--- src/design/assert_macros.svh ---
// Assertion macros used by the top-level design file.
`ifndef ASSERT_MACROS_SVH
`define ASSERT_MACROS_SVH

// Same-cycle implication, checked out of reset.
`define ASSERT_IMPL(label, clk, rst_n, ante, cons) \
    label: assert property (@(posedge clk) disable iff (!rst_n) (ante) |-> (cons)) \
        else $error("assertion failed");

// Next-cycle implication, checked out of reset.
`define ASSERT_NEXT(label, clk, rst_n, ante, cons) \
    label: assert property (@(posedge clk) disable iff (!rst_n) (ante) |=> (cons)) \
        else $error("assertion failed");

`endif

--- src/design/cafilt_pkg.sv ---
`timescale 1ns / 1ps

package cafilt_pkg;

    localparam int APB_AW    = 4;
    localparam int APB_DW    = 32;
    localparam int GAIN_W    = 16;
    localparam int DELAY_W   = 12;
    localparam int MODE_W    = 2;
    localparam int FRAC_BITS = 15;
    localparam int HALF_LSB  = 16384;
    localparam int QDEPTH    = 4;
    localparam int QAW       = 2;

    localparam logic [1:0] REG_MODE  = 2'd0;
    localparam logic [1:0] REG_GAIN  = 2'd1;
    localparam logic [1:0] REG_DELAY = 2'd2;

    localparam logic [MODE_W-1:0] MODE_FEEDBACK    = 2'd0;
    localparam logic [MODE_W-1:0] MODE_FEEDFWD     = 2'd1;
    localparam logic [MODE_W-1:0] MODE_ALLPASS     = 2'd2;
    localparam logic [MODE_W-1:0] MODE_ALLPASS_ALT = 2'd3;

    typedef enum logic [1:0] {
        KIND_FB,
        KIND_FF,
        KIND_AP
    } t_kind;

    typedef struct packed {
        logic [MODE_W-1:0]         filter_mode;
        logic signed [GAIN_W-1:0]  gain;
        logic [DELAY_W-1:0]        delay_samples;
    } t_cfg;

    typedef struct packed {
        t_kind kind;
        logic  hist_ok;
    } t_req_ctl;

endpackage

--- src/design/cafilt_front.sv ---
`timescale 1ns / 1ps

module cafilt_front
    import cafilt_pkg::*;
#(
    parameter int MAX_DELAY    = 4096,
    parameter int SAMPLE_WIDTH = 16,
    parameter int AW           = $clog2(MAX_DELAY)
) (
    input  logic                           i_clk,
    input  logic                           i_rst_n,
    input  t_cfg                           i_cfg,
    input  logic                           i_in_valid,
    output logic                           o_in_stall,
    input  logic signed [SAMPLE_WIDTH-1:0] i_sample_in,
    output logic                           o_q_valid,
    output logic signed [SAMPLE_WIDTH-1:0] o_q_sample,
    output logic [AW-1:0]                  o_q_wp,
    output logic [AW-1:0]                  o_q_rd,
    output t_req_ctl                       o_q_ctl,
    input  logic                           i_q_pop
);

    localparam logic [31:0] DMAX  = 32'(MAX_DELAY - 1);
    localparam logic [AW:0] DEPTH = (AW + 1)'(MAX_DELAY);

    logic [AW-1:0] r_wp, n_wp;
    logic [AW:0]   r_fill, n_fill;
    logic [QAW-1:0] r_wr_ptr, r_rd_ptr;
    logic [QAW:0]   r_count;

    logic signed [SAMPLE_WIDTH-1:0] r_q_sample [QDEPTH];
    logic [AW-1:0]                  r_q_wp     [QDEPTH];
    logic [AW-1:0]                  r_q_rd     [QDEPTH];
    t_req_ctl                       r_q_ctl    [QDEPTH];

    logic          w_push;
    logic [31:0]   w_d32, w_dclamp;
    logic [AW-1:0] w_d, w_rd;
    logic [AW:0]   w_rd_sum;
    t_req_ctl      w_ctl;

    assign o_in_stall = (r_count == (QAW + 1)'(QDEPTH));
    assign w_push     = i_in_valid && !o_in_stall;

    // Effective delay: zero acts as one, values past the store are clamped.
    assign w_d32    = 32'(i_cfg.delay_samples);
    assign w_dclamp = (w_d32 == 32'd0) ? 32'd1 : ((w_d32 > DMAX) ? DMAX : w_d32);
    assign w_d      = w_dclamp[AW-1:0];

    assign w_rd_sum = {1'b0, r_wp} + DEPTH - {1'b0, w_d};
    assign w_rd     = (w_rd_sum >= DEPTH) ? AW'(w_rd_sum - DEPTH) : w_rd_sum[AW-1:0];

    // History slots are written in order, so a slot holds data once enough
    // samples have gone by; otherwise its read is masked to zero in the back end.
    always_comb begin
        unique case (i_cfg.filter_mode)
            MODE_FEEDBACK: w_ctl.kind = KIND_FB;
            MODE_FEEDFWD:  w_ctl.kind = KIND_FF;
            default:       w_ctl.kind = KIND_AP;
        endcase
        w_ctl.hist_ok = (r_fill >= {1'b0, w_d});
    end

    assign n_wp   = (r_wp == AW'(MAX_DELAY - 1)) ? '0 : r_wp + AW'(1);
    assign n_fill = (r_fill == DEPTH) ? r_fill : r_fill + (AW + 1)'(1);

    always_ff @(posedge i_clk) begin
        if (!i_rst_n) begin
            r_wp     <= '0;
            r_fill   <= '0;
            r_wr_ptr <= '0;
            r_rd_ptr <= '0;
            r_count  <= '0;
        end else begin
            if (w_push) begin
                r_wp     <= n_wp;
                r_fill   <= n_fill;
                r_wr_ptr <= r_wr_ptr + QAW'(1);
            end
            if (i_q_pop) begin
                r_rd_ptr <= r_rd_ptr + QAW'(1);
            end
            if (w_push && !i_q_pop) begin
                r_count <= r_count + (QAW + 1)'(1);
            end else if (!w_push && i_q_pop) begin
                r_count <= r_count - (QAW + 1)'(1);
            end
        end
    end

    always_ff @(posedge i_clk) begin
        if (w_push) begin
            r_q_sample[r_wr_ptr] <= i_sample_in;
            r_q_wp[r_wr_ptr]     <= r_wp;
            r_q_rd[r_wr_ptr]     <= w_rd;
            r_q_ctl[r_wr_ptr]    <= w_ctl;
        end
    end

    assign o_q_valid  = (r_count != '0);
    assign o_q_sample = r_q_sample[r_rd_ptr];
    assign o_q_wp     = r_q_wp[r_rd_ptr];
    assign o_q_rd     = r_q_rd[r_rd_ptr];
    assign o_q_ctl    = r_q_ctl[r_rd_ptr];

endmodule

--- config.mk ---
export PLATFORM = sky130hd
export DESIGN_NAME = cafilt_front
export DESIGN_NICKNAME = d
export VERILOG_FILES = /design/src/design/assert_macros.svh /design/src/design/cafilt_pkg.sv /design/src/design/cafilt_front.sv
export SDC_FILE = /design/constraint.sdc
export NUM_CORES = 1
export LEC_CHECK = 0
export ABC_CLOCK_PERIOD_IN_PS = 4350
export BUFFER_PORTS_ARGS = -buffer_cell sky130_fd_sc_hd__buf_2
export CAP_MARGIN = 20
export CORE_UTILIZATION = 35
export CTS_CLUSTER_SIZE = 14
export DETAILED_ROUTE_END_ITERATION = 8
export PLACE_DENSITY_LB_ADDON = 0.12
export SETUP_SLACK_MARGIN = 0.05
export SLEW_MARGIN = 40
export SYNTH_ARGS = -nofsm -noshare
export SYNTH_HDL_FRONTEND = slang
export SYNTH_SLANG_ARGS = --single-unit
--- constraint.sdc ---
create_clock -name i_clk -period 4.35 [get_ports i_clk]
set_input_delay 0.435 -clock i_clk [delete_from_list [all_inputs] [get_ports i_clk]]
set_output_delay 0.435 -clock i_clk [all_outputs]
set_load 0.005 [all_outputs]
==> reports/metrics.yaml <==
dr.pass1.iters: 6
cts_hold_buf: 0
clock_skew_ns: 0.00586
antenna_cells: 0
path_clk_slew_ns: 0.06
cts_buffers: 23
cts_setup_buffers: 0
critPathBufInv: 1
finalHoldViolCount: 0
ir_drop_v: 0.000208
routed_wl_um: 17700
yosys.cell_types.count: 47
max_freq_mhz: 375
required_ns: 4.67
drv_slew: 0
htreeDepth: 1
overflow: 0
cts.sinks: 206
synth_area_um2: 8610
synth_common_cells: "edfxtp_1 (172), mux4_2 (43), dfxtp_1 (34), ha_1 (31), nor2_1 (30)"
fin_crit_ns: 2.67
end_kind: "register"
ys_warn_count: 0
grt_max_degree: 30
clock_path_buffers: 3
dp_slack_ns: 1.53
fin_setup_tns_ns: 0
antenna_left: 0
drt_iter0_markers: 224
syn_avg_cell_area_um2: 16.7
vias: 4739
finalCritPeriodShare_pct: 61.4
clockRootBuffer: "clkbuf_16"
ys_ff_latch: 206
reg2reg_slack_ns: 1.68
die_h_um: 159
finalWorstSetupSlack_ns: 1.68
grt_pass1_wl_um: 27900
async_reset_ff_share_pct: 0
startpoint_type: "register"
outcome: "completed"
postSynthCellCount: 517
synth-main-ff-cell: "edfxtp_1"
area_delta_synth_final_pct: 18.2
worst_pin_slew_ns: 0.695
yosysMostFrequentCell: "edfxtp_1"
yosysSeqAreaShare_pct: 67.9
synthTopCellsByArea: "edfxtp_1 (60%), mux4_2 (11%), dfxtp_1 (7.9%), ha_1 (4.5%), xor2_1 (2.0%)"
ios: 95
cap_viol_max_count: 0
die_area_um2: 25200
track_usage_pct: 14.4
yosysTopAreaCell: "edfxtp_1"
critPathSlowestCell: "dfxtp_1"
stdcell_count: 952
crit_type: "reg2reg"
grt_pass1_vias: 4890
via_per_inst: 4.98
synth_edf_count: 172
path_cells: "inv_1 > ha_1 > fa_1 > nor2b_1 > o31ai_1 > o311ai_0 > a21oi_1 > xnor2_1"
cts_tree: "built"
rows: 57
initial_core_util_pct: 35.5
place_hpwl_um: 11300
cpPeakStageDelay_ns: 0.56
placed_cells: 910
cp.arrival_ns: 2.99
relSlewSlack_pct: 53.6
final_util_pct: 42.0
synth_top_area_share_pct: 60.0
critical_path_depth: 8
cts_resized: 0
layout-drive-gt1-share_pct: 28.0
layout.nets: 694
path_delay_family: "adder cells"
whs_path_depth: 1
finalSetupViolCount: 0
power_density_nw_per_um2: 489
rsz0062_at_grt: "false"
hold_class: "in2reg"
io_buffers: 78
die_x_um: 159
core_um2: 24200
p_leak_nw: 3.64
drc: 0
syn_nets: 600
gp_congestion: 0.733
reg2reg_depth: 8
power.total_w: 0.00497
grt_antenna_before_repair: 0
crit_fanout: 10
post_drt_wl_per_cell_um: 18.6
clock_latency_ns: 0.52
-- per-stage QoR --
step	cell area, um2	hold WS (ns)
finish	10200	0.136
global route	10200	0.121
CTS	10200	0.113
detailed placement	9440	0.513
global placement	9380	0.491
floorplan	8610	0.468
-- worst paths after layout --
kind / from / end
hold / removal: i_sample_in[15] / r_q_sample[3][15]$_DFFE_PP_
hold reg to reg: r_count[2]$_SDFFE_PN0P_ / r_count[2]$_SDFFE_PN0P_
setup reg to reg: r_wp[0]$_SDFFE_PN0P_ / r_q_rd[0][10]$_DFFE_PP_
setup / recovery: r_wp[0]$_SDFFE_PN0P_ / r_q_rd[0][10]$_DFFE_PP_
-- flip-flops by register name, indices dropped and copies added, names as in the netlist, named ones only --
| name | cells |
|---|---|
| r_q_sample | 64 |
| r_q_rd | 48 |
| r_q_wp | 48 |
| r_fill | 13 |
| r_q_ctl | 12 |
| r_wp | 12 |
| r_count | 3 |
| r_rd_ptr | 2 |
| r_wr_ptr | 2 |
-- worst reg2reg max path: cells and delay by family (launching register included) --
kind            cells  cell delay (ns)
xor+xnor            1             0.27
compound gates      3             0.63
fa+ha+maj           2             0.66
flops               1             0.56
simple gates        1             0.20
buf+inv             1             0.15
-- layout by cell type (no fill, tap or decap), types with 4 or more instances in the layout --
cell,count
a21oi_1,17
dfxtp_1,32
xnor2_1,9
inv_1,23
clkbuf_16,23
ha_1,31
or3_1,8
clkinv_2,5
clkbuf_1,6
nor2b_1,4
o21ai_0,15
o21a_1,4
mux4_2,43
nand2_1,14
nand3_1,16
buf_4,5
edfxtp_1,172
nor2_1,30
nand4_1,7
buf_2,78
and3_4,4
xor2_1,20
-- layer usage --
metal | part of all wire, % | global-route usage [%]
met2 | 49 | 24.3
met5 | 0 | 0
met4 | 3.2 | 5.16
met1 | 45 | 18.8
met3 | 3.6 | 2.25
-- power by group --
part | switching, W | leakage (nW) | total [W] | internal, W
Combinational | 0.000351 | 1.40 | 0.000658 | 0.000306
Clock | 0.000765 | 0.360 | 0.00188 | 0.00112
Sequential | 0.0000762 | 1.88 | 0.00243 | 0.00236
-- cell type report --
class                           count  area, um2
Multi-Input combinational cell    271       2620
Timing Repair Buffer               85        468
Inverter                           24       92.6
Fill cell                        2268      14100
Tap cell                          324        405
Clock buffer                       30        612
Clock inverter                     12        124
Sequential cell                   206       5850
-- kinds of logic after synthesis --
logic type | synth area share (%)
mux | 11.6
simple gates | 6.85
flops | 67.9
fa+ha+maj | 4.97
buf+inv | 1.87
compound gates | 3.87
xor+xnor | 2.95
Note: power is estimated with default switching activity, not from simulation.
