File: src/design/assert_macros.svh
// Assertion macros used by the top-level design file.
`ifndef ASSERT_MACROS_SVH
`define ASSERT_MACROS_SVH

// Same-cycle implication, checked out of reset.
`define ASSERT_IMPL(label, clk, rst_n, ante, cons) \
    label: assert property (@(posedge clk) disable iff (!rst_n) (ante) |-> (cons)) \
        else $error("assertion failed");

// Next-cycle implication, checked out of reset.
`define ASSERT_NEXT(label, clk, rst_n, ante, cons) \
    label: assert property (@(posedge clk) disable iff (!rst_n) (ante) |=> (cons)) \
        else $error("assertion failed");

`endif

File: src/design/cafilt_pkg.sv
`timescale 1ns / 1ps

package cafilt_pkg;

    localparam int APB_AW    = 4;
    localparam int APB_DW    = 32;
    localparam int GAIN_W    = 16;
    localparam int DELAY_W   = 12;
    localparam int MODE_W    = 2;
    localparam int FRAC_BITS = 15;
    localparam int HALF_LSB  = 16384;
    localparam int QDEPTH    = 4;
    localparam int QAW       = 2;

    localparam logic [1:0] REG_MODE  = 2'd0;
    localparam logic [1:0] REG_GAIN  = 2'd1;
    localparam logic [1:0] REG_DELAY = 2'd2;

    localparam logic [MODE_W-1:0] MODE_FEEDBACK    = 2'd0;
    localparam logic [MODE_W-1:0] MODE_FEEDFWD     = 2'd1;
    localparam logic [MODE_W-1:0] MODE_ALLPASS     = 2'd2;
    localparam logic [MODE_W-1:0] MODE_ALLPASS_ALT = 2'd3;

    typedef enum logic [1:0] {
        KIND_FB,
        KIND_FF,
        KIND_AP
    } t_kind;

    typedef struct packed {
        logic [MODE_W-1:0]         filter_mode;
        logic signed [GAIN_W-1:0]  gain;
        logic [DELAY_W-1:0]        delay_samples;
    } t_cfg;

    typedef struct packed {
        t_kind kind;
        logic  hist_ok;
    } t_req_ctl;

endpackage

File: src/design/cafilt_regs.sv
`timescale 1ns / 1ps

module cafilt_regs
    import cafilt_pkg::*;
(
    input  logic              i_clk,
    input  logic              i_rst_n,
    input  logic              psel,
    input  logic              penable,
    input  logic              pwrite,
    input  logic [APB_AW-1:0] paddr,
    input  logic [APB_DW-1:0] pwdata,
    output logic [APB_DW-1:0] prdata,
    output logic              pready,
    output t_cfg              o_cfg
);

    t_cfg       r_cfg;
    logic       w_wr;
    logic [1:0] w_idx;

    assign w_wr   = psel && penable && pwrite;
    assign w_idx  = paddr[3:2];
    assign pready = 1'b1;
    assign o_cfg  = r_cfg;

    always_ff @(posedge i_clk) begin
        if (!i_rst_n) begin
            r_cfg.filter_mode   <= MODE_FEEDBACK;
            r_cfg.gain          <= 16'sh7FFF;
            r_cfg.delay_samples <= DELAY_W'(1);
        end else if (w_wr) begin
            unique case (w_idx)
                REG_MODE:  r_cfg.filter_mode   <= pwdata[MODE_W-1:0];
                REG_GAIN:  r_cfg.gain          <= pwdata[GAIN_W-1:0];
                REG_DELAY: r_cfg.delay_samples <= pwdata[DELAY_W-1:0];
                default: begin
                end
            endcase
        end
    end

    always_comb begin
        unique case (w_idx)
            REG_MODE:  prdata = APB_DW'(r_cfg.filter_mode);
            REG_GAIN:  prdata = APB_DW'(unsigned'(r_cfg.gain));
            REG_DELAY: prdata = APB_DW'(r_cfg.delay_samples);
            default:   prdata = '0;
        endcase
    end

endmodule

File: config.mk
export PLATFORM = sky130hd
export DESIGN_NAME = cafilt_regs
export DESIGN_NICKNAME = d
export VERILOG_FILES = /design/src/design/assert_macros.svh /design/src/design/cafilt_pkg.sv /design/src/design/cafilt_regs.sv
export SDC_FILE = /design/constraint.sdc
export NUM_CORES = 1
export LEC_CHECK = 0
export BUFFER_PORTS_ARGS = -buffer_cell sky130_fd_sc_hd__buf_4
export CAP_MARGIN = 15
export CORE_UTILIZATION = 39
export CTS_BUF_LIST = sky130_fd_sc_hd__clkbuf_16
export DETAILED_ROUTE_END_ITERATION = 10
export GPL_TIMING_DRIVEN = 0
export HOLD_SLACK_MARGIN = 0.02
export PLACE_DENSITY = 0.75
export SYNTH_ARGS = -nofsm -noshare
export SYNTH_HDL_FRONTEND = slang
export SYNTH_SLANG_ARGS = --single-unit
File: constraint.sdc
create_clock -name i_clk -period 1.8 [get_ports i_clk]
set_input_delay 0.09 -clock i_clk [delete_from_list [all_inputs] [get_ports i_clk]]
set_output_delay 0.09 -clock i_clk [all_outputs]
set_load 0.05 [all_outputs]
==> results of run 1 <==
==> final cells by class <==
type                    instances  area, µm²
fillers                       380       1630
multi-input cells             119        778
flip-flops and latches         30        601
repair buffers                 67        503
plain buffers                  32        245
clock buffers                   5        125
well taps                      50       62.6
inverters                      14       52.6
clock inverters                 2       7.51
==> worst max-delay path by stage <==
stage              start          to  slack, ps
6_report        paddr[3]  prdata[13]        570
5_1_grt         paddr[3]  prdata[14]        480
4_1_cts         paddr[3]  prdata[14]        570
3_5_place_dp    paddr[3]  prdata[12]        570
3_3_place_gp    paddr[3]  prdata[14]        570
2_1_floorplan  o_cfg[13]   prdata[1]        210
==> worst max-delay path, stage by stage <==
cell                      delay [ps]
sky130_fd_sc_hd__buf_4           130
sky130_fd_sc_hd__and2b_1         210
sky130_fd_sc_hd__buf_4           190
sky130_fd_sc_hd__buf_4           190
sky130_fd_sc_hd__and2_1          140
sky130_fd_sc_hd__buf_4           190
==> power groups by stage <==
stage	Combinational (mW)	Sequential, mW	Clock (mW)
2_1_floorplan	0.273	0.737	0
3_3_place_gp	0.424	0.699	0
3_5_place_dp	0.425	0.699	0
5_1_grt	0.450	0.687	0.780
4_1_cts	0.426	0.686	0.749
6_report	0.426	0.686	0.741
==> routing by layer <==
metal,up-vias,global-route usage (%),part of all wire [%],routed length [µm]
li1,745,-,-,-
met1,679,24.1,43,1760
met2,51,34.9,50,2030
met3,2,5.31,6.2,252
met4,0,4.52,0.44,18
met5,-,0,0,0
==> layout by cell type (no fill, tap or decap) <==
cell	count
sky130_fd_sc_hd__a21oi_1	3
sky130_fd_sc_hd__a21oi_2	1
sky130_fd_sc_hd__a22o_1	10
sky130_fd_sc_hd__and2_1	5
sky130_fd_sc_hd__and2_4	1
sky130_fd_sc_hd__and2b_1	1
sky130_fd_sc_hd__and3_4	1
sky130_fd_sc_hd__buf_12	1
sky130_fd_sc_hd__buf_2	3
sky130_fd_sc_hd__buf_4	86
sky130_fd_sc_hd__buf_6	3
sky130_fd_sc_hd__buf_8	1
sky130_fd_sc_hd__clkbuf_1	5
sky130_fd_sc_hd__clkbuf_16	5
sky130_fd_sc_hd__conb_1	17
sky130_fd_sc_hd__dfxtp_1	30
sky130_fd_sc_hd__inv_1	16
sky130_fd_sc_hd__mux2i_1	16
sky130_fd_sc_hd__nand2_1	29
sky130_fd_sc_hd__nand2b_1	2
sky130_fd_sc_hd__nand3_1	14
sky130_fd_sc_hd__nor2b_1	1
sky130_fd_sc_hd__nor2b_4	1
sky130_fd_sc_hd__nor3b_2	1
sky130_fd_sc_hd__o211ai_1	5
sky130_fd_sc_hd__o211ai_2	9
sky130_fd_sc_hd__o21ai_1	2
==> cell families after synthesis <==
logic type	Yosys count	share of synthesized area (%)
AND/OR/NAND/NOR	56	17.5
buffers and inverters	46	18.4
AO/OA/AOI/OAI	30	16.8
flip-flops	30	37.1
multiplexers	16	9.88
other	2	0.463
==> through the flow <==
step	std cells	power (mW)	utilization, %
2_1_floorplan	195	1.01	-
3_3_place_gp	312	1.12	56.1
3_5_place_dp	312	1.12	56.1
4_1_cts	319	1.86	59.4
5_1_grt	319	1.92	59.4
6_report	319	1.85	59.4
==> summary.md, run 1 <==
| Metric | Value |
|---|---|
| Psw | `approximately 0.54 mW` |
| Pwr per Cell Area | `approximately 780 nW/µm²` |
| Htree depth | `2` |
| Number of clock sinks seen by CTS | `30` |
| Global-route wire length before repair | `roughly 6.4 mm` |
| Post-synthesis cell count | `180` |
| Slack of the critical path | `~570 ps` |
| Type of the worst min-delay path | `in -> reg` |
| DRT iter0 DRCs | `63` |
| Detail-routed net length per standard cell | `12.7 µm` |
| Setup Crit Path Kind | `in -> out` |
| Number of antenna violations at the first check in global routing | `0` |
| Core area | `4000 µm²` |
| Initial DRT Pass Iterations | `4` |
| Relative contribution of the clock network to total power | `roughly two fifths` |
| Final Max Slew Viols | `0` |
| Routed Wire Length | `between 4 and 5 mm` |
| X dimension of the die | `66.5 µm` |
| Yosys warns | `0` |
| Final critical-path share of the clock period | `around two thirds` |
| Worst rel slew slack | `about 66%` |
| Mapped Area | `approximately 1600 µm²` |
| Clock Latency Late Sink | `about 260 ps` |
| Setup violation total in the final timing report | `0` |
| I/O pin cnt | `roughly 100` |
| Postcts setup bufs | `0` |
| Design internal power | `1.31 mW` |
| Register bit total from synthesis | `30` |
| Final cell area excluding filler cells | `around 2400 µm²` |
| Vias in the first global route | `~1400` |
| Worst hold slack after final layout | `70.3 ps` |
| Number of rows created at floorplan | `23` |
| Fraction of final layout cells sized beyond drive strength 1 | `42.0%` |
| Largest net degree at the start of global routing | `11` |
| Final antenna diode count | `0` |
| Ys async rst share | `0%` |
| Starting Density | `around 41%` |
| Required time worst endpoint | `around 1700 ps` |
| Run status | `complete, no violations` |
| Number of enable-type register cells in the synthesized netlist | `0` |
| CTS tree | `built` |
| Library cell occupying the most area in the post-synthesis netlist | `sky130_fd_sc_hd__dfxtp_1` |
| Post-route DRC | `0` |
| Hold wc startpoint | `pwdata[12]` |
| Last weighted congestion value of the routability-driven placer | `just under 0.8` |
| Register-to-Register Setup Slack | `roughly 1000 ps` |
| Setup repair after global routing missed its margin | `false` |
| Cells on Worst Hold Path | `3` |
| Area added between synthesis and finish | `46.6%` |
| Top fanout value on the critical path | `10` |
| Final period demand of the worst path | `1230 ps` |
| Nature of the critical path endpoint | `output port` |
| Clock Skews | `0 ps` |
| Final TNS setup | `0 ps` |
| Most frequent cell after synthesis | `sky130_fd_sc_hd__dfxtp_1` |
| Most numerous cell types in the synthesized netlist | `sky130_fd_sc_hd__dfxtp_1 (30), sky130_fd_sc_hd__nand2_1 (29), sky130_fd_sc_hd__buf_4 (19)` |
| Dpl hpwl | `approximately 3 mm` |
| Startpoint types | `primary input` |
| CTS Root Buffer Type | `sky130_fd_sc_hd__clkbuf_16` |
| Clock-pin slew on the worst setup and hold paths | `approximately 50 ps` |
| Synth Flop Type | `sky130_fd_sc_hd__dfxtp_1` |
| Sequential share of power | `between 30% and 40%` |
| Worst EP arrival | `between 1000 and 1500 ps` |
| Worst-Margin Slew | `a little over 500 ps` |
| Worst-case vdd ir drop | `about 750 µV` |
| Reg-to-Reg Start | `o_cfg[12]` |
| Sequential cell area fraction in the yosys report | `between 30% and 40%` |
| Number of routed nets with antenna violations | `0` |
| Share of total power consumed by net switching | `29.3%` |
| Hold violation count in the final report | `0` |
| Final layout net count | `310` |
| Minimum setup slack after placement | `571 ps` |
| Number of gates resized after CTS | `0` |
| Overall global routing resource usage | `between 10% and 20%` |
| Reg2reg end | `o_cfg[12]` |
| Unique masters post-synth | `26` |
| Highest clock frequency the design can meet | `813 MHz` |
| Longest Clk Path Bufs | `2` |
| Instance area after placement | `roughly 2200 µm²` |
| Synth area leaders | `sky130_fd_sc_hd__dfxtp_1 (37%), sky130_fd_sc_hd__mux2i_1 (9.9%), sky130_fd_sc_hd__buf_4 (8.8%)` |
| Via count | `approximately 1500` |
| Vias per cell | `roughly 4.6` |
| PortBufs | `67` |
| Number of clock buffers inserted by TritonCTS | `5` |
| Share of the synthesized area in the top cell type | `between 30% and 40%` |
| Die area | `~4400 µm²` |
| Die height | `66.5 µm` |
| Post-Synthesis Mean Instance Area | `about 9.0 µm²` |
| Hold endpoint | `o_cfg[24]` |
| Leakage Power | `1.18 nW` |
| Remaining global-route overflow | `0` |
| Cts hold-fix bufs | `0` |
| Worst R2R Path Depth | `3` |
| Largest register FFs | `30` |
| Max_cap viols | `0` |
| Comb pwr share | `23.0%` |
No activity file was read; power rests on OpenSTA's default activity.
==> inputs of run 2 (changes only) <==
- ABC_AREA: default -> 1
- PLACE_DENSITY: 0.75 -> 0.76
- clock period: 1.8 -> 1.2 ns (I/O delays scaled with it)
==> summary.md, run 2 <==
| Metric | Value |
|---|---|
| Nature of the critical path endpoint | `output port (unchanged)` |
| Worst R2R Path Depth | `2 (was 3)` |
| Met1 routing resource usage after global routing | `22.4% (was 24.1%)` |
| Register-to-Register Setup Slack | `570 ps (was 1040 ps)` |
| Dpl hpwl | `2.90 mm (was 3.01 mm)` |
| Register bit total from synthesis | `30 (unchanged)` |
| Worst rel slew slack | `66.5% (was 65.7%)` |
| Number of enable-type register cells in the synthesized netlist | `0 (unchanged)` |
| Most used routing layer in global routing | `met2 (unchanged)` |
| Slowest cell on the critical path | `sky130_fd_sc_hd__buf_2 (was sky130_fd_sc_hd__and2b_1)` |
| Synth area leaders | `sky130_fd_sc_hd__dfxtp_1 (39%), sky130_fd_sc_hd__nand2_1 (21%), sky130_fd_sc_hd__nand3_1 (11%) (was sky130_fd_sc_hd__dfxtp_1 (37%), sky130_fd_sc_hd__mux2i_1 (9.9%), sky130_fd_sc_hd__buf_4 (8.8%))` |
| Ys async rst share | `0% (unchanged)` |
| Minimum setup slack after placement | `90.5 ps (was 571 ps)` |
| Critical path's top delay family | `buffers and inverters (unchanged)` |
| Post-route DRC | `0 (unchanged)` |
| Setup violation total in the final timing report | `0 (unchanged)` |
| Number of antenna violations at the first check in global routing | `0 (unchanged)` |
| Most frequent cell after synthesis | `sky130_fd_sc_hd__nand2_1 (was sky130_fd_sc_hd__dfxtp_1)` |
| Unique masters post-synth | `16 (was 26)` |
| Critical path cell sequence | `buf_4 > inv_2 > nor2_2 > buf_2 > nand2_1 > nand2_1 > buf_4 (was buf_4 > and2b_1 > buf_4 > buf_4 > and2_1 > buf_4)` |
| Startpoint types | `primary input (unchanged)` |
| Pwr per Cell Area | `1180 nW/µm² (was 780 nW/µm²)` |
| Area added between synthesis and finish | `57.2% (was 46.6%)` |
| Yosys warns | `0 (unchanged)` |
| Overall global routing resource usage | `19.9% (about the same)` |
| CTS tree | `built (unchanged)` |
| Clock-pin slew on the worst setup and hold paths | `50 ps (about the same)` |
| Worst-Margin Slew | `503 ps (was 515 ps)` |
| PortBufs | `67 (unchanged)` |
| Number of routed nets with antenna violations | `0 (unchanged)` |
| X dimension of the die | `64.7 µm (was 66.5 µm)` |
| Top fanout value on the critical path | `10 (unchanged)` |
| Design internal power | `1.98 mW (was 1.31 mW)` |
| Run status | `complete, no violations (unchanged)` |
| Vias in the first global route | `1475 (was 1372)` |
| Type of the worst min-delay path | `in -> reg (unchanged)` |
| Setup repair after global routing missed its margin | `false (unchanged)` |
| Library cell occupying the most area in the post-synthesis netlist | `sky130_fd_sc_hd__dfxtp_1 (unchanged)` |
| Die area | `4190 µm² (was 4420 µm²)` |
| Reg-to-Reg Start | `o_cfg[0] (was o_cfg[12])` |
| Final TNS setup | `0 ps (unchanged)` |
| Fraction of final layout cells sized beyond drive strength 1 | `32.4% (was 42.0%)` |
| Max_cap viols | `0 (unchanged)` |
| Final layout net count | `378 (was 310)` |
| Final critical-path share of the clock period | `90.6%` |
| Last weighted congestion value of the routability-driven placer | `0.818 (was 0.778)` |
| Global-route wire length before repair | `6.42 mm (was 6.44 mm)` |
| Number of rows created at floorplan | `22 (was 23)` |
| Worst hold slack after final layout | `21.5 ps (was 70.3 ps)` |
| Relative contribution of the clock network to total power | `38.7% (was 40.0%)` |
| Hold violation count in the final report | `0 (unchanged)` |
| Sequential cell area fraction in the yosys report | `39.1% (was 37.1%)` |
| CTS Root Buffer Type | `sky130_fd_sc_hd__clkbuf_16 (unchanged)` |
| Initial DRT Pass Iterations | `4 (unchanged)` |
| Largest register FFs | `30 (unchanged)` |
| Share of the synthesized area in the top cell type | `39.1% (was 37.1%)` |
| Most common cell after layout, fill and taps aside | `sky130_fd_sc_hd__buf_4 (unchanged)` |
| Via count | `1682 (was 1477)` |
| Reg2reg end | `o_cfg[0] (was o_cfg[12])` |
| Final Max Slew Viols | `0 (unchanged)` |
| Final antenna diode count | `0 (unchanged)` |
| CP Capture Point | `prdata[9] (was prdata[13])` |
| Synth Flop Type | `sky130_fd_sc_hd__dfxtp_1 (unchanged)` |
| Worst EP arrival | `1030 ps (was 1140 ps)` |
| Most numerous cell types in the synthesized netlist | `sky130_fd_sc_hd__nand2_1 (84), sky130_fd_sc_hd__nor2_1 (34), sky130_fd_sc_hd__nand3_1 (33) (was sky130_fd_sc_hd__dfxtp_1 (30), sky130_fd_sc_hd__nand2_1 (29), sky130_fd_sc_hd__buf_4 (19))` |
| Met3 global-route usage | `4.58% (was 5.31%)` |
| Vias per cell | `4.38 (was 4.63)` |
| Number of filler cells placed in the layout | `373 (was 380)` |
| Sequential share of power | `36.5% (was 37.0%)` |
| Die height | `64.7 µm (was 66.5 µm)` |
| Routed Wire Length | `3.98 mm (was 4.06 mm)` |
| Psw | `0.863 mW (was 0.543 mW)` |
| Final period demand of the worst path | `1090 ps` |
| Number of clock sinks seen by CTS | `30 (unchanged)` |
| Remaining global-route overflow | `0 (unchanged)` |
| Worst path max stage delay | `270 ps (was 210 ps)` |
| Critical Path Stages | `7 (was 6)` |
| I/O pin cnt | `104 (unchanged)` |
| Mapped Area | `1540 µm² (was 1620 µm²)` |
| Number of buffers and inverters on the critical path | `4 (unchanged)` |
| Share of total power consumed by net switching | `30.4% (was 29.3%)` |
| Core area | `3720 µm² (was 4000 µm²)` |
| Number of gates resized after CTS | `0 (unchanged)` |
| Worst-case vdd ir drop | `775 µV (was 752 µV)` |
| Comb pwr share | `24.7% (was 23.0%)` |
| Crit path from | `paddr[3] (unchanged)` |
| Htree depth | `2 (unchanged)` |
| Most frequent cells in the layout | `sky130_fd_sc_hd__buf_4 (86), sky130_fd_sc_hd__nand2_1 (84), sky130_fd_sc_hd__nand3_1 (33) (was sky130_fd_sc_hd__buf_4 (86), sky130_fd_sc_hd__dfxtp_1 (30), sky130_fd_sc_hd__nand2_1 (29))` |
| Leakage Power | `1.33 nW (was 1.18 nW)` |
| Largest net degree at the start of global routing | `11 (unchanged)` |
| Number of clock buffers inserted by TritonCTS | `5 (unchanged)` |
| Clock Latency Late Sink | `260 ps (about the same)` |
| Met2 GRT Util | `36.2% (was 34.9%)` |
| Setup Crit Path Kind | `in -> out (unchanged)` |
| Post-Synthesis Mean Instance Area | `6.45 µm² (was 9.00 µm²)` |
| Post-synthesis cell count | `238 (was 180)` |
| Highest clock frequency the design can meet | `~920 MHz` |
| DRT iter0 DRCs | `56 (was 63)` |
| Slack of the critical path | `113 ps (was 569 ps)` |
| Starting Density | `41.3% (was 40.5%)` |
| Detail-routed net length per standard cell | `10.4 µm (was 12.7 µm)` |
| Final Total Pwr | `2.84 mW (was 1.85 mW)` |
| Required time worst endpoint | `1140 ps (was 1710 ps)` |
| Clock Skews | `0 ps (unchanged)` |
| Longest Clk Path Bufs | `2 (unchanged)` |
-- run 2: cell type report --
cell class	count	area, µm²	share of cell area [%]
repair buffers	77	603	25.0
plain buffers	27	185	7.67
clock buffers	5	125	5.18
well taps	48	60.1	2.49
flip-flops and latches	30	601	24.9
clock inverters	1	3.75	0.156
inverters	20	75.1	3.11
multi-input cells	176	761	31.5
-- run 2: metal layers --
metal / vias to the layer above / part of all wire [%] / wire length (µm)
met5: - / 0 / 0
met4: 0 / 0.78 / 31
met3: 4 / 5.0 / 201
met2: 58 / 49 / 1970
met1: 739 / 45 / 1780
li1: 881 / - / -
-- run 2: per-stage QoR --
step           std cells  utilization [%]  area (µm²)
2_1_floorplan        253                -        1620
3_3_place_gp         368             58.8        2180
3_5_place_dp         368             58.8        2180
4_1_cts              384             64.9        2410
5_1_grt              384             64.9        2410
6_report             384             64.9        2410
-- run 2: cells by family after synthesis --
family | Yosys count | synth area share, %
AOI/OAI and AO/OA | 1 | 0.326
other | 2 | 0.489
DFF | 30 | 39.1
and+or+nand+nor | 158 | 43.1
buffers and inverters | 47 | 17.0
-- run 2: worst reg2reg max path, delay by kind of cell, from the launching register on --
kind	cells	cell delay (ps)
simple gates	1	90
flops	1	320
compound gates	1	90
-- run 2: how the worst min path moves through the flow --
stage               startpoint   endpoint  slack (ps)  cells past startpoint
finish              pwdata[11]  o_cfg[23]          20                      3
global placement    pwdata[14]  o_cfg[26]         270                      3
global route         pwdata[2]  o_cfg[14]          20                      3
floorplan            pwdata[7]  o_cfg[19]         190                      2
CTS                  pwdata[2]  o_cfg[14]          20                      3
detailed placement  pwdata[13]  o_cfg[25]         280                      3
-- run 2: power by group through the flow --
stage / combinational, mW / clock [mW] / sequential (mW)
after floorplan: 0.415 / 0 / 1.13
after global placement: 0.669 / 0 / 1.06
after detailed placement: 0.675 / 0 / 1.06
after CTS: 0.702 / 1.13 / 1.04
after global routing: 0.743 / 1.20 / 1.04
final: 0.702 / 1.10 / 1.04
-- run 2: what timing repair did --
| action | 4_1_cts | 5_1_grt |
|---|---|---|
| hold endpoints to repair | 10 | 0 |
| hold buffers | 10 | 0 |
| buffers inserted | 0 | 0 |
==> inputs of run 3 (changes only) <==
- BUFFER_PORTS_ARGS: -buffer_cell sky130_fd_sc_hd__buf_4 -> default
- DONT_BUFFER_PORTS: default -> 1
- PLACE_DENSITY: 0.76 -> default
==> summary.md, run 3 (same netlist as run 2, synthesis figures left out) <==
| Metric | Value |
|---|---|
| Final Max Slew Viols | `0 (unchanged)` |
| Remaining global-route overflow | `0 (unchanged)` |
| Hold violation count in the final report | `0 (unchanged)` |
| Die height | `64.7 µm (unchanged)` |
| Util after Layout | `56.4% (was 64.9%)` |
| Via count | `1474 (was 1682)` |
| Critical path cell sequence | `nand2_1 > nand3_2 (was buf_4 > inv_2 > nor2_2 > buf_2 > nand2_1 > nand2_1 > buf_4)` |
| Nature of the critical path endpoint | `output port (unchanged)` |
| Final antenna diode count | `0 (unchanged)` |
| Largest net degree at the start of global routing | `11 (unchanged)` |
| Setup Crit Path Kind | `reg -> out (was in -> out)` |
| Sequential cell area | `681 µm² (was 601 µm²)` |
| Worst-case vdd ir drop | `911 µV (was 775 µV)` |
| Setup violation total in the final timing report | `0 (unchanged)` |
| DRT iter0 DRCs | `50 (was 56)` |
| Most frequent cells in the layout | `sky130_fd_sc_hd__nand2_1 (74), sky130_fd_sc_hd__nand3_1 (31), sky130_fd_sc_hd__nor2_1 (30) (was sky130_fd_sc_hd__buf_4 (86), sky130_fd_sc_hd__nand2_1 (84), sky130_fd_sc_hd__nand3_1 (33))` |
| Type of the worst min-delay path | `in -> reg (unchanged)` |
| Clock Skews | `0 ps (unchanged)` |
| PortBufs | `0 (was 67)` |
| Run status | `complete, no violations (unchanged)` |
| Leakage Power | `1.04 nW (was 1.33 nW)` |
| Last weighted congestion value of the routability-driven placer | `0.751 (was 0.818)` |
| Htree depth | `2 (unchanged)` |
| Dpl hpwl | `2.76 mm (was 2.90 mm)` |
| Final period demand of the worst path | `1170 ps (was 1090 ps)` |
| Number of clock buffers inserted by TritonCTS | `5 (unchanged)` |
| Top fanout value on the critical path | `3 (was 10)` |
| Setup repair after global routing missed its margin | `false (unchanged)` |
| Slowest cell on the critical path | `sky130_fd_sc_hd__dfxtp_2 (was sky130_fd_sc_hd__buf_2)` |
| Core area | `3720 µm² (unchanged)` |
| I/O pin cnt | `104 (unchanged)` |
| Worst path max stage delay | `500 ps (was 270 ps)` |
| Clock-pin slew on the worst setup and hold paths | `50 ps (about the same)` |
| Area added between synthesis and finish | `36.4% (was 57.2%)` |
| X dimension of the die | `64.7 µm (unchanged)` |
| Number of filler cells placed in the layout | `403 (was 373)` |
| Final critical-path share of the clock period | `97.6% (was 90.6%)` |
| CTS tree | `built (unchanged)` |
| Number of rows created at floorplan | `22 (unchanged)` |
| Required time worst endpoint | `1140 ps (about the same)` |
| Post-route DRC | `0 (unchanged)` |
| Startpoint types | `flip-flop (was primary input)` |
| Detail-routed net length per standard cell | `12.0 µm (was 10.4 µm)` |
| Largest register FFs | `30 (unchanged)` |
| Global-route wire length before repair | `6.27 mm (was 6.42 mm)` |
| Vias in the first global route | `1417 (was 1475)` |
| Postcts setup bufs | `0 (unchanged)` |
| Initial DRT Pass Iterations | `4 (unchanged)` |
| Max_cap viols | `0 (unchanged)` |
| Die area | `4190 µm² (unchanged)` |
| Pwr per Cell Area | `1300 nW/µm² (was 1180 nW/µm²)` |
| Number of buffers and inverters on the critical path | `0 (was 4)` |
| Highest clock frequency the design can meet | `854 MHz (was 920 MHz)` |
| Number of antenna violations at the first check in global routing | `0 (unchanged)` |
| Area taken by multi-input logic gates | `801 µm² (was 761 µm²)` |
| Final TNS setup | `0 ps (unchanged)` |
| Clock Latency Late Sink | `260 ps (about the same)` |
| Overall global routing resource usage | `19.8% (was 19.9%)` |
| Final layout net count | `317 (was 378)` |
| Number of clock sinks seen by CTS | `30 (unchanged)` |
| Worst EP arrival | `1110 ps (was 1030 ps)` |
| CTS Root Buffer Type | `sky130_fd_sc_hd__clkbuf_16 (unchanged)` |
| Fraction of final layout cells sized beyond drive strength 1 | `30.4% (was 32.4%)` |
| Routed Wire Length | `3.89 mm (was 3.98 mm)` |
| Vias per cell | `4.55 (was 4.38)` |
| Longest Clk Path Bufs | `2 (unchanged)` |
| Starting Density | `41.3% (unchanged)` |
| Most common cell after layout, fill and taps aside | `sky130_fd_sc_hd__nand2_1 (was sky130_fd_sc_hd__buf_4)` |
| Critical path's top delay family | `flip-flops (was buffers and inverters)` |
| Number of routed nets with antenna violations | `0 (unchanged)` |
## run 3: what timing repair did
item                                   CTS  global route
resized for setup                       46            14
setup endpoints to repair               16             9
endpoints found under the hold margin   27             0
pin swaps                                4             0
hold buffers                            16             0
## run 3: power breakdown
group	internal, mW	switching, mW
Sequential	0.995	0.0965
Combinational	0.137	0.376
Clock	0.737	0.378
## run 3: cell type report
cell class                 instances  area share (%)
timing repair buffer              16            7.65
tap                               48            2.87
inverter                          20            3.58
sequential                        30            32.5
clock buffer                       5            5.97
clock inverter                     2           0.358
buffer                            27            8.84
multi-input combinational        176            38.2
## run 3: metal layers
| layer | global-route usage [%] | vias to the layer above | routed length [µm] |
|---|---|---|---|
| met5 | 0 | - | 0 |
| met3 | 5.81 | 4 | 322 |
| met2 | 34.1 | 67 | 1840 |
| met4 | 7.22 | 0 | 40 |
| li1 | - | 765 | - |
| met1 | 23.0 | 638 | 1680 |
## run 3: path summary, 6_finish.rpt
check	start	end	slack, ps	cells after the start
worst min register to register	o_cfg[20]	o_cfg[20]	570	2
worst max register to register	o_cfg[0]	o_cfg[0]	400	2
worst min-delay path	pwdata[0]	o_cfg[28]	40	4
worst max-delay path	o_cfg[0]	prdata[0]	30	2
## run 3: per-stage QoR
step	worst slack (ps)	cells	total power, mW	area (µm²)	hold WS, ps
floorplan	1.05	253	1.55	1620	186
global placement	-50.8	301	1.59	1680	187
detailed placement	-48.6	301	1.59	1680	195
CTS	8.24	324	2.77	2060	31.2
global route	3.87	324	2.83	2090	72.3
finish	28.9	324	2.72	2090	37.9
## run 3: worst register-to-register path: stages, from the launching register on
cell and delay (ps):
sky130_fd_sc_hd__dfxtp_2 500, sky130_fd_sc_hd__o21ai_0 150, sky130_fd_sc_hd__nand3_1 80
